==> src/rtl/lps_pkg.sv <==
`default_nettype none

package lps_pkg;

   localparam int unsigned LIMIT_W       = 12;
   localparam int unsigned CNT_W         = LIMIT_W + 1;
   localparam int unsigned MAX_LIMIT_DEF = 4096;

   typedef struct packed {
      logic [LIMIT_W-1:0] prime;
      logic               found;
   } result_type;

endpackage

`default_nettype wire

==> src/rtl/lps_ctrl.sv <==
`default_nettype none

module lps_ctrl import lps_pkg::*; #(
   parameter int unsigned MAX_LIMIT = MAX_LIMIT_DEF,
   localparam int unsigned AW       = $clog2(MAX_LIMIT)
) (
   input  wire logic               clock,
   input  wire logic               reset,
   input  wire logic               start,
   input  wire logic [LIMIT_W-1:0] limit,
   input  wire logic               out_free,
   output logic                    busy,
   output logic                    res_valid,
   output result_type              res,
   output logic                    ram_we,
   output logic      [AW-1:0]      ram_addr,
   output logic      [0:0]         ram_wdata,
   input  wire logic [0:0]         ram_rdata
);

   localparam logic [2:0] ST_IDLE   = 3'd0;
   localparam logic [2:0] ST_FILL   = 3'd1;
   localparam logic [2:0] ST_SV_RD  = 3'd2;
   localparam logic [2:0] ST_SV_CK  = 3'd3;
   localparam logic [2:0] ST_STRIKE = 3'd4;
   localparam logic [2:0] ST_SC_RD  = 3'd5;
   localparam logic [2:0] ST_SC_CK  = 3'd6;
   localparam logic [2:0] ST_DONE   = 3'd7;

   localparam int unsigned NMAX_INT = (MAX_LIMIT - 1 > (1 << LIMIT_W) - 1) ?
                                      (1 << LIMIT_W) - 1 : MAX_LIMIT - 1;
   localparam logic [LIMIT_W-1:0] NMAX = LIMIT_W'(NMAX_INT);

   localparam logic [LIMIT_W-1:0] FIRST_PRIME = LIMIT_W'(2);

   logic [2:0]         state_ff, state_in;
   logic [LIMIT_W-1:0] n_ff, n_in;
   logic [CNT_W-1:0]   i_ff, i_in;
   logic [LIMIT_W-1:0] p_ff, p_in;
   logic [CNT_W-1:0]   psq_ff, psq_in;
   logic [LIMIT_W-1:0] prime_ff, prime_in;
   logic               found_ff, found_in;

   logic [CNT_W-1:0]   n_ext;
   logic [CNT_W-1:0]   i_next;
   logic [CNT_W-1:0]   psq_next;

   assign n_ext    = {1'b0, n_ff};
   assign i_next   = i_ff + CNT_W'(p_ff);
   assign psq_next = psq_ff + CNT_W'({p_ff, 1'b1});

   always_comb begin
      state_in  = state_ff;
      n_in      = n_ff;
      i_in      = i_ff;
      p_in      = p_ff;
      psq_in    = psq_ff;
      prime_in  = prime_ff;
      found_in  = found_ff;
      ram_we    = 1'b0;
      ram_addr  = AW'(p_ff);
      ram_wdata = 1'b0;

      case (state_ff)
         ST_IDLE: begin
            if (start) begin
               n_in     = (limit > NMAX) ? NMAX : limit;
               i_in     = '0;
               state_in = ST_FILL;
            end
         end
         ST_FILL: begin
            ram_we    = 1'b1;
            ram_addr  = AW'(i_ff);
            ram_wdata = 1'b1;
            i_in      = i_ff + CNT_W'(1);
            if (i_ff == n_ext) begin
               p_in     = FIRST_PRIME;
               psq_in   = CNT_W'(4);
               state_in = ST_SV_RD;
            end
         end
         ST_SV_RD: begin
            ram_addr = AW'(p_ff);
            if (psq_ff > n_ext) begin
               p_in = n_ff;
               if (n_ff < FIRST_PRIME) begin
                  prime_in = '0;
                  found_in = 1'b0;
                  state_in = ST_DONE;
               end else begin
                  state_in = ST_SC_RD;
               end
            end else begin
               state_in = ST_SV_CK;
            end
         end
         ST_SV_CK: begin
            if (ram_rdata[0]) begin
               i_in     = psq_ff;
               state_in = ST_STRIKE;
            end else begin
               p_in     = p_ff + LIMIT_W'(1);
               psq_in   = psq_next;
               state_in = ST_SV_RD;
            end
         end
         ST_STRIKE: begin
            ram_we    = 1'b1;
            ram_addr  = AW'(i_ff);
            ram_wdata = 1'b0;
            i_in      = i_next;
            if (i_next > n_ext) begin
               p_in     = p_ff + LIMIT_W'(1);
               psq_in   = psq_next;
               state_in = ST_SV_RD;
            end
         end
         ST_SC_RD: begin
            ram_addr = AW'(p_ff);
            state_in = ST_SC_CK;
         end
         ST_SC_CK: begin
            if (ram_rdata[0]) begin
               prime_in = p_ff;
               found_in = 1'b1;
               state_in = ST_DONE;
            end else if (p_ff == FIRST_PRIME) begin
               prime_in = '0;
               found_in = 1'b0;
               state_in = ST_DONE;
            end else begin
               p_in     = p_ff - LIMIT_W'(1);
               state_in = ST_SC_RD;
            end
         end
         ST_DONE: begin
            if (out_free) begin
               state_in = ST_IDLE;
            end
         end
         default: begin
            state_in = ST_IDLE;
         end
      endcase
   end

   always_ff @(posedge clock) begin
      if (reset) begin
         state_ff <= ST_IDLE;
      end else begin
         state_ff <= state_in;
      end
      n_ff     <= n_in;
      i_ff     <= i_in;
      p_ff     <= p_in;
      psq_ff   <= psq_in;
      prime_ff <= prime_in;
      found_ff <= found_in;
   end

   assign busy      = (state_ff != ST_IDLE);
   assign res_valid = (state_ff == ST_DONE);
   assign res.prime = prime_ff;
   assign res.found = found_ff;

   a_strike_in_range: assert property (@(posedge clock) disable iff (reset)
      (state_ff == ST_STRIKE) |-> (i_ff <= n_ext) && (i_ff >= psq_ff))
      else $error("strike address outside p*p..n");

   a_sieve_prime_bounded: assert property (@(posedge clock) disable iff (reset)
      (state_ff == ST_SV_CK) |-> (psq_ff <= n_ext) && (p_ff >= FIRST_PRIME))
      else $error("sieve probe beyond square root of limit");

   a_scan_in_range: assert property (@(posedge clock) disable iff (reset)
      (state_ff == ST_SC_RD) |-> (p_ff <= n_ff) && (p_ff >= FIRST_PRIME))
      else $error("scan index outside 2..n");

endmodule

`default_nettype wire

==> config.mk <==
export PLATFORM = sky130hd
export DESIGN_NAME = lps_ctrl
export DESIGN_NICKNAME = d
export VERILOG_FILES = /design/src/rtl/lps_pkg.sv /design/src/rtl/lps_ctrl.sv
export SDC_FILE = /design/constraint.sdc
export NUM_CORES = 1
export LEC_CHECK = 0
export BUFFER_PORTS_ARGS = -buffer_cell sky130_fd_sc_hd__clkbuf_2
export CORE_MARGIN = 5
export CORE_UTILIZATION = 33
export CTS_CLUSTER_SIZE = 20
export DETAILED_ROUTE_END_ITERATION = 8
export PLACE_DENSITY = 0.54
export SLEW_MARGIN = 20
export SYNTH_ARGS = -nofsm -noshare
export SYNTH_HDL_FRONTEND = slang
export SYNTH_SLANG_ARGS = --single-unit
==> constraint.sdc <==
create_clock -name clock -period 6.35 [get_ports clock]
set_input_delay 0.635 -clock clock [delete_from_list [all_inputs] [get_ports clock]]
set_output_delay 0.635 -clock clock [all_outputs]
set_load 0.005 [all_outputs]
# After elaboration in Yosys (flattened, before gate mapping)
# Cells that the tools add are included.
dict set report totals {
  reg_bits 66
  input_bits 17
}
dict set report classes {
  n_addsub 5
  order_cmp 4
  n_eq_ne 20
  muxes 37
  reduce_logical 13
}
# operator count
set ops {}
lappend ops {{12-bit 2-to-1 mux} 11}
lappend ops {{13-bit 2-to-1 mux} 5}
lappend ops {{12-bit case mux with 5 select lines} 1}
lappend ops {{13-bit case mux with 4 select lines} 1}
lappend ops {{13-bit case mux with 3 select lines} 1}
lappend ops {{13-bit by 12-bit > comparator with 1-bit output} 2}
lappend ops {{12-bit case mux with 2 select lines} 1}
lappend ops {{3-bit case mux with 8 select lines} 1}
lappend ops {{2-bit != test (second input constant)} 10}
lappend ops {{3-bit 2-to-1 mux} 6}
lappend ops {{13-bit by 1-bit adder with 13-bit output (second input constant)} 1}
lappend ops {{13-bit by 12-bit adder with 13-bit output} 1}
lappend ops {{13-bit adder} 1}
lappend ops {{13-bit by 12-bit equality test with 1-bit output} 1}
lappend ops {{12-bit by 1-bit adder with 12-bit output (second input constant)} 1}
lappend ops {{12-bit by 2-bit equality test with 1-bit output (second input constant)} 1}
lappend ops {{3-bit equality test (second input constant)} 4}
lappend ops {{12-bit > comparator (second input constant)} 1}
lappend ops {{12-bit by 2-bit < comparator with 1-bit output (second input constant)} 1}
lappend ops {{4-bit AND reduction} 3}
lappend ops {{12-bit by 1-bit subtractor with 12-bit output (second input constant)} 1}
lappend ops {{7-bit AND reduction} 1}
lappend ops {{3-bit by 2-bit equality test with 1-bit output (second input constant)} 2}
lappend ops {{1-bit 2-to-1 mux} 6}
lappend ops {{other kinds (12)} 15}

# Depth between registers and ports, before layout
dict set report depth {
  depth_word 4
  depth_mapped 14
  ltp_nobuf 14
}

# Worst setup path before layout
# Ideal clock, no wire load.
dict set report synth_timing {
  path_kind {register -> register}
  from {reg p_ff[0]}
  to {reg p_ff[0], enable pin}
  arrival_ns 3.870
  required_time_ns 5.955
  slack_ns 2.085
  stages_incl_launch_ff 14
  path_buffers 0
  path_cell_list {edfxtp_1 -> ha_1 -> fa_1 -> a211o_1 -> a21o_1 -> a21oi_1 -> xnor2_1 -> ha_1 -> nand4_1 -> a31oi_1 -> nor2_1 -> o31ai_1 -> o32ai_1 -> a2111oi_2}
}
dict set report synth_via {
  elab_chain_len 4
  elab_cells_between_ends 6
  classes_between {add/sub: 1; order compare: 1; eq/ne: 3; reduce/logical: 1}
}
# item line
set synth_rtl {}
lappend synth_rtl {{start, declared} lps_ctrl.sv:39} ;# logic [LIMIT_W-1:0] p_ff, p_in;
lappend synth_rtl {{start signal, assigned} lps_ctrl.sv:156} ;# p_ff <= p_in;
lappend synth_rtl {{13-bit by 12-bit adder with 13-bit output} lps_ctrl.sv:49} ;# assign i_next = i_ff + CNT_W'(p_ff);
lappend synth_rtl {{13-bit by 12-bit > comparator with 1-bit output} lps_ctrl.sv:113} ;# if (i_next > n_ext) begin
lappend synth_rtl {{2-bit != test (no source line)} --}
lappend synth_rtl {{7-bit AND reduction (no source line) *} --}
# Every way passes the cells marked *; elsewhere a longest branch is shown, timed or not.
# A chain may end at the register's enable or synchronous reset.

# Final worst setup path
# Same ends and word-level chain as after synthesis.

==> impl_metrics.json <==
{
  "layout_setup_ws_ns": 1.96,
  "cts_made_buffers": 9,
  "syn_area_um2": 5360,
  "io_buffers": 45,
  "r2r-end": "p_ff[0]$_DFFE_PP_",
  "drv_cap": 0,
  "seqCellArea_um2": 1950,
  "diodes": 0,
  "insertion_delay_ns": 0.35,
  "hp-class": "input port to flip-flop",
  "arrival_ns": 4.43,
  "gp_congestion": 0.922,
  "synth_cell_types": 60,
  "r2r-start": "p_ff[0]$_DFFE_PP_",
  "fp.dieArea_um2": 18900,
  "path_clk_slew_ns": 0.06,
  "synthArstFlopShare_pct": 0,
  "start_util_pct": 33.7,
  "worstSetupPathType": "flip-flop to flip-flop",
  "clockBufferDepth": 2,
  "cts_root_buf": "clkbuf_16",
  "multi_input_area_um2": 3180,
  "ys_seq_area_share_pct": 36.4,
  "worstMarginPinSlew_ns": 0.997,
  "vdd_ir_drop_max_v": 0.000191,
  "io_pins": 46,
  "hpwl_mm": 12.5,
  "die-height_um": 137,
  "cts-hold-fix-buffers": 0,
  "cts.sinks": 66,
  "drt_wl_total_mm": 16.2,
  "leakage_nw": 2.54,
  "post-route-drc-count": 0,
  "fin_crit_sh_pct": 69.1,
  "tritoncts": "yes",
  "fin_setup_tns_ns": 0,
  "firstDrtPassIters": 5,
  "ant_nets": 0,
  "cp.required_ns": 6.39,
  "yosys_register_bits": 66,
  "nFillCells": 1664,
  "crit_fanout": 12,
  "drt_iter0_drc": 506,
  "crit_path_top_delay_cell": "edfxtp_1",
  "synth_nets": 642,
  "hold_viol": 0,
  "fmax_ghz": 0.228,
  "synth_area_per_cell_um2": 9.50,
  "grt_pass1_wl_mm": 25.2,
  "post_cts_buffers": 0,
  "num_rows": 46,
  "crit_path_max_incr_delay_ns": 0.53,
  "drt-wirelength-per-cell_um": 19.8,
  "fp.dieW_um": 137,
  "crit_end": "p_ff[0]$_DFFE_PP_",
  "startpoint": "p_ff[0]$_DFFE_PP_",
  "preCtsSetupSlack_ns": 2.01,
  "r2r_setup_slack_ns": 1.96,
  "num_vias": 4475,
  "post_cts_resized": 0,
  "ff2ff_path_depth": 14,
  "grt_pass1_vias": 4401,
  "cts_max_level": 3,
  "status": "completed",
  "yosysWarnings": 0,
  "start_kind": "flip-flop",
  "grt_usage_pct": 17.7,
  "grt-ovfl-total": 0,
  "synth_top_cell_area_share_pct": 35.3,
  "drt-vias-per-instance": 5.48,
  "rsz0062_at_grt": "false",
  "powerDensity_nw_per_um2": 541,
  "end_kind": "flip-flop",
  "fin_skew_ns": 0.00926,
  "drive_gt1_share_pct": 14.3,
  "yosys.area.top_type": "edfxtp_1",
  "yosys-top-cells-area": "edfxtp_1 35%, ha_1 14%, a21oi_1 4.2%",
  "relSlewSlack_pct": 33.6,
  "yosys_most_used_dff": "edfxtp_1",
  "antenna_found_initial": 0,
  "syn_inst": 564,
  "synth_enable_flop_cells": 63,
  "slew_viol_final": 0,
  "period_needed_ns": 4.39,
  "cp_common_cell": "ha_1",
  "syn2layout_area_growth_pct": 14.2,
  "crit_chain": "ha_1, fa_1, a211o_1, a21oi_1, o221ai_1, xor2_1, ha_1, a2111oi_0, o21ai_0, nor2_1, o31ai_1, o32ai_1, a2111oi_2, buf_4",
  "layout.nets": 674,
  "setup-violations-final": 0,
  "grt_max_degree": 47,
  "coreArea_um2": 15900
}
-- sequential cells by signal (all words and copies together) (netlist names) --
| signal | flops |
|---|---|
| found_ff | 1 |
| i_ff | 13 |
| psq_ff | 13 |
| prime_ff | 12 |
| n_ff | 12 |
| p_ff | 12 |
| state_ff | 3 |
-- per-stage QoR --
stage	area, um2	power [mW]	cells	utilization, %	hold slack (ns)
5_1_grt	6120	3.57	817	38.5	0.453
3_3_place_gp	5780	2.68	801	36.4	0.640
6_report	6120	3.31	817	38.5	0.463
4_1_cts	6120	3.30	817	38.5	0.454
2_1_floorplan	5360	2.15	564	-	0.579
3_5_place_dp	5780	2.70	801	36.4	0.672
-- area by class of cell --
cell class / count / share of cell area [%]
flip-flops and latches: 66 / 31.9
clock buffers: 11 / 3.80
well taps: 216 / 4.42
inverters: 29 / 1.78
repair buffers: 52 / 4.54
clock inverters: 5 / 1.68
multi-input cells: 438 / 51.9
-- power by group --
group / total [mW] / switching [mW] / internal [mW] / leakage, nW
registers: 0.921 / 0.262 / 0.658 / 0.613
clock network: 0.588 / 0.205 / 0.383 / 0.160
logic: 1.80 / 1.03 / 0.774 / 1.77
total: 3.31 / 1.50 / 1.82 / 2.54
-- layout by cell type, fill, tap and decap left out, types with 10 or more instances in the layout --
master,count
a21o_1,12
a21oi_1,45
and3_1,14
clkbuf_2,45
edfxtp_1,63
ha_1,58
inv_1,29
mux2_2,10
nand2_1,28
nand3_1,13
nor2_1,44
o21ai_0,28
o22ai_1,10
xnor2_1,24
xor2_1,24
-- cells by family after synthesis --
group	after synthesis	share of synthesized area, %
fa+ha+maj	61	14.7
simple gates	157	14.7
xor+xnor	49	8.26
buf+inv	60	4.43
compound gates	157	18.7
mux	14	2.87
flops	66	36.4
-- critical path, delay by kind of cell (launching register included) --
kind	cells	cell delay, ns
compound gates	8	1.97
xor+xnor	1	0.20
fa+ha+maj	3	1.06
buf+inv	1	0.27
flops	1	0.53
simple gates	1	0.06
-- per-layer routing --
layer	vias to the layer above	global-route usage (%)	part of all wire, %
li1	2153	-	-
met1	2157	23.5	45
met2	145	29.3	48
met3	20	3.18	5.7
met4	0	5.43	1.6
met5	-	0	0
-- synth_stat cells, drive strengths merged (2+ instances only) --
cell     count
o211ai       2
nand2b       8
a21oi       46
or4          2
nand2       28
o21a         8
nand3       13
dfxtp        3
xor2        24
o22ai       10
or2          4
clkbuf      27
nor4         6
and2         3
a211o        4
a22o         2
nand3b       2
nor2b        8
nor3         9
o31ai        6
and3        14
a2111oi      3
ha          58
xnor2       24
inv         29
o31a         2
or3          5
a31oi        6
nor2        44
edfxtp      63
nand4        9
o21ai       34
a211oi       9
buf          4
mux2i        3
fa           3
mux2        11
a21o        12
o21bai       5
-- worst min-delay path by stage --
stage	from	to	slack, ns	cells after the start
after floorplan	psq_ff[0]$_SDFFCE_PN0P_	psq_ff[0]$_SDFFCE_PN0P_	0.58	1
after global placement	psq_ff[0]$_SDFFCE_PN0P_	psq_ff[0]$_SDFFCE_PN0P_	0.64	1
after detailed placement	psq_ff[0]$_SDFFCE_PN0P_	psq_ff[0]$_SDFFCE_PN0P_	0.67	1
after CTS	limit[6]	n_ff[6]$_SDFFCE_PN1P_	0.45	1
after global routing	limit[7]	n_ff[7]$_SDFFCE_PN1P_	0.45	1
final	limit[10]	n_ff[10]$_SDFFCE_PN1P_	0.46	1
Note: power is estimated with default switching activity, not from simulation.
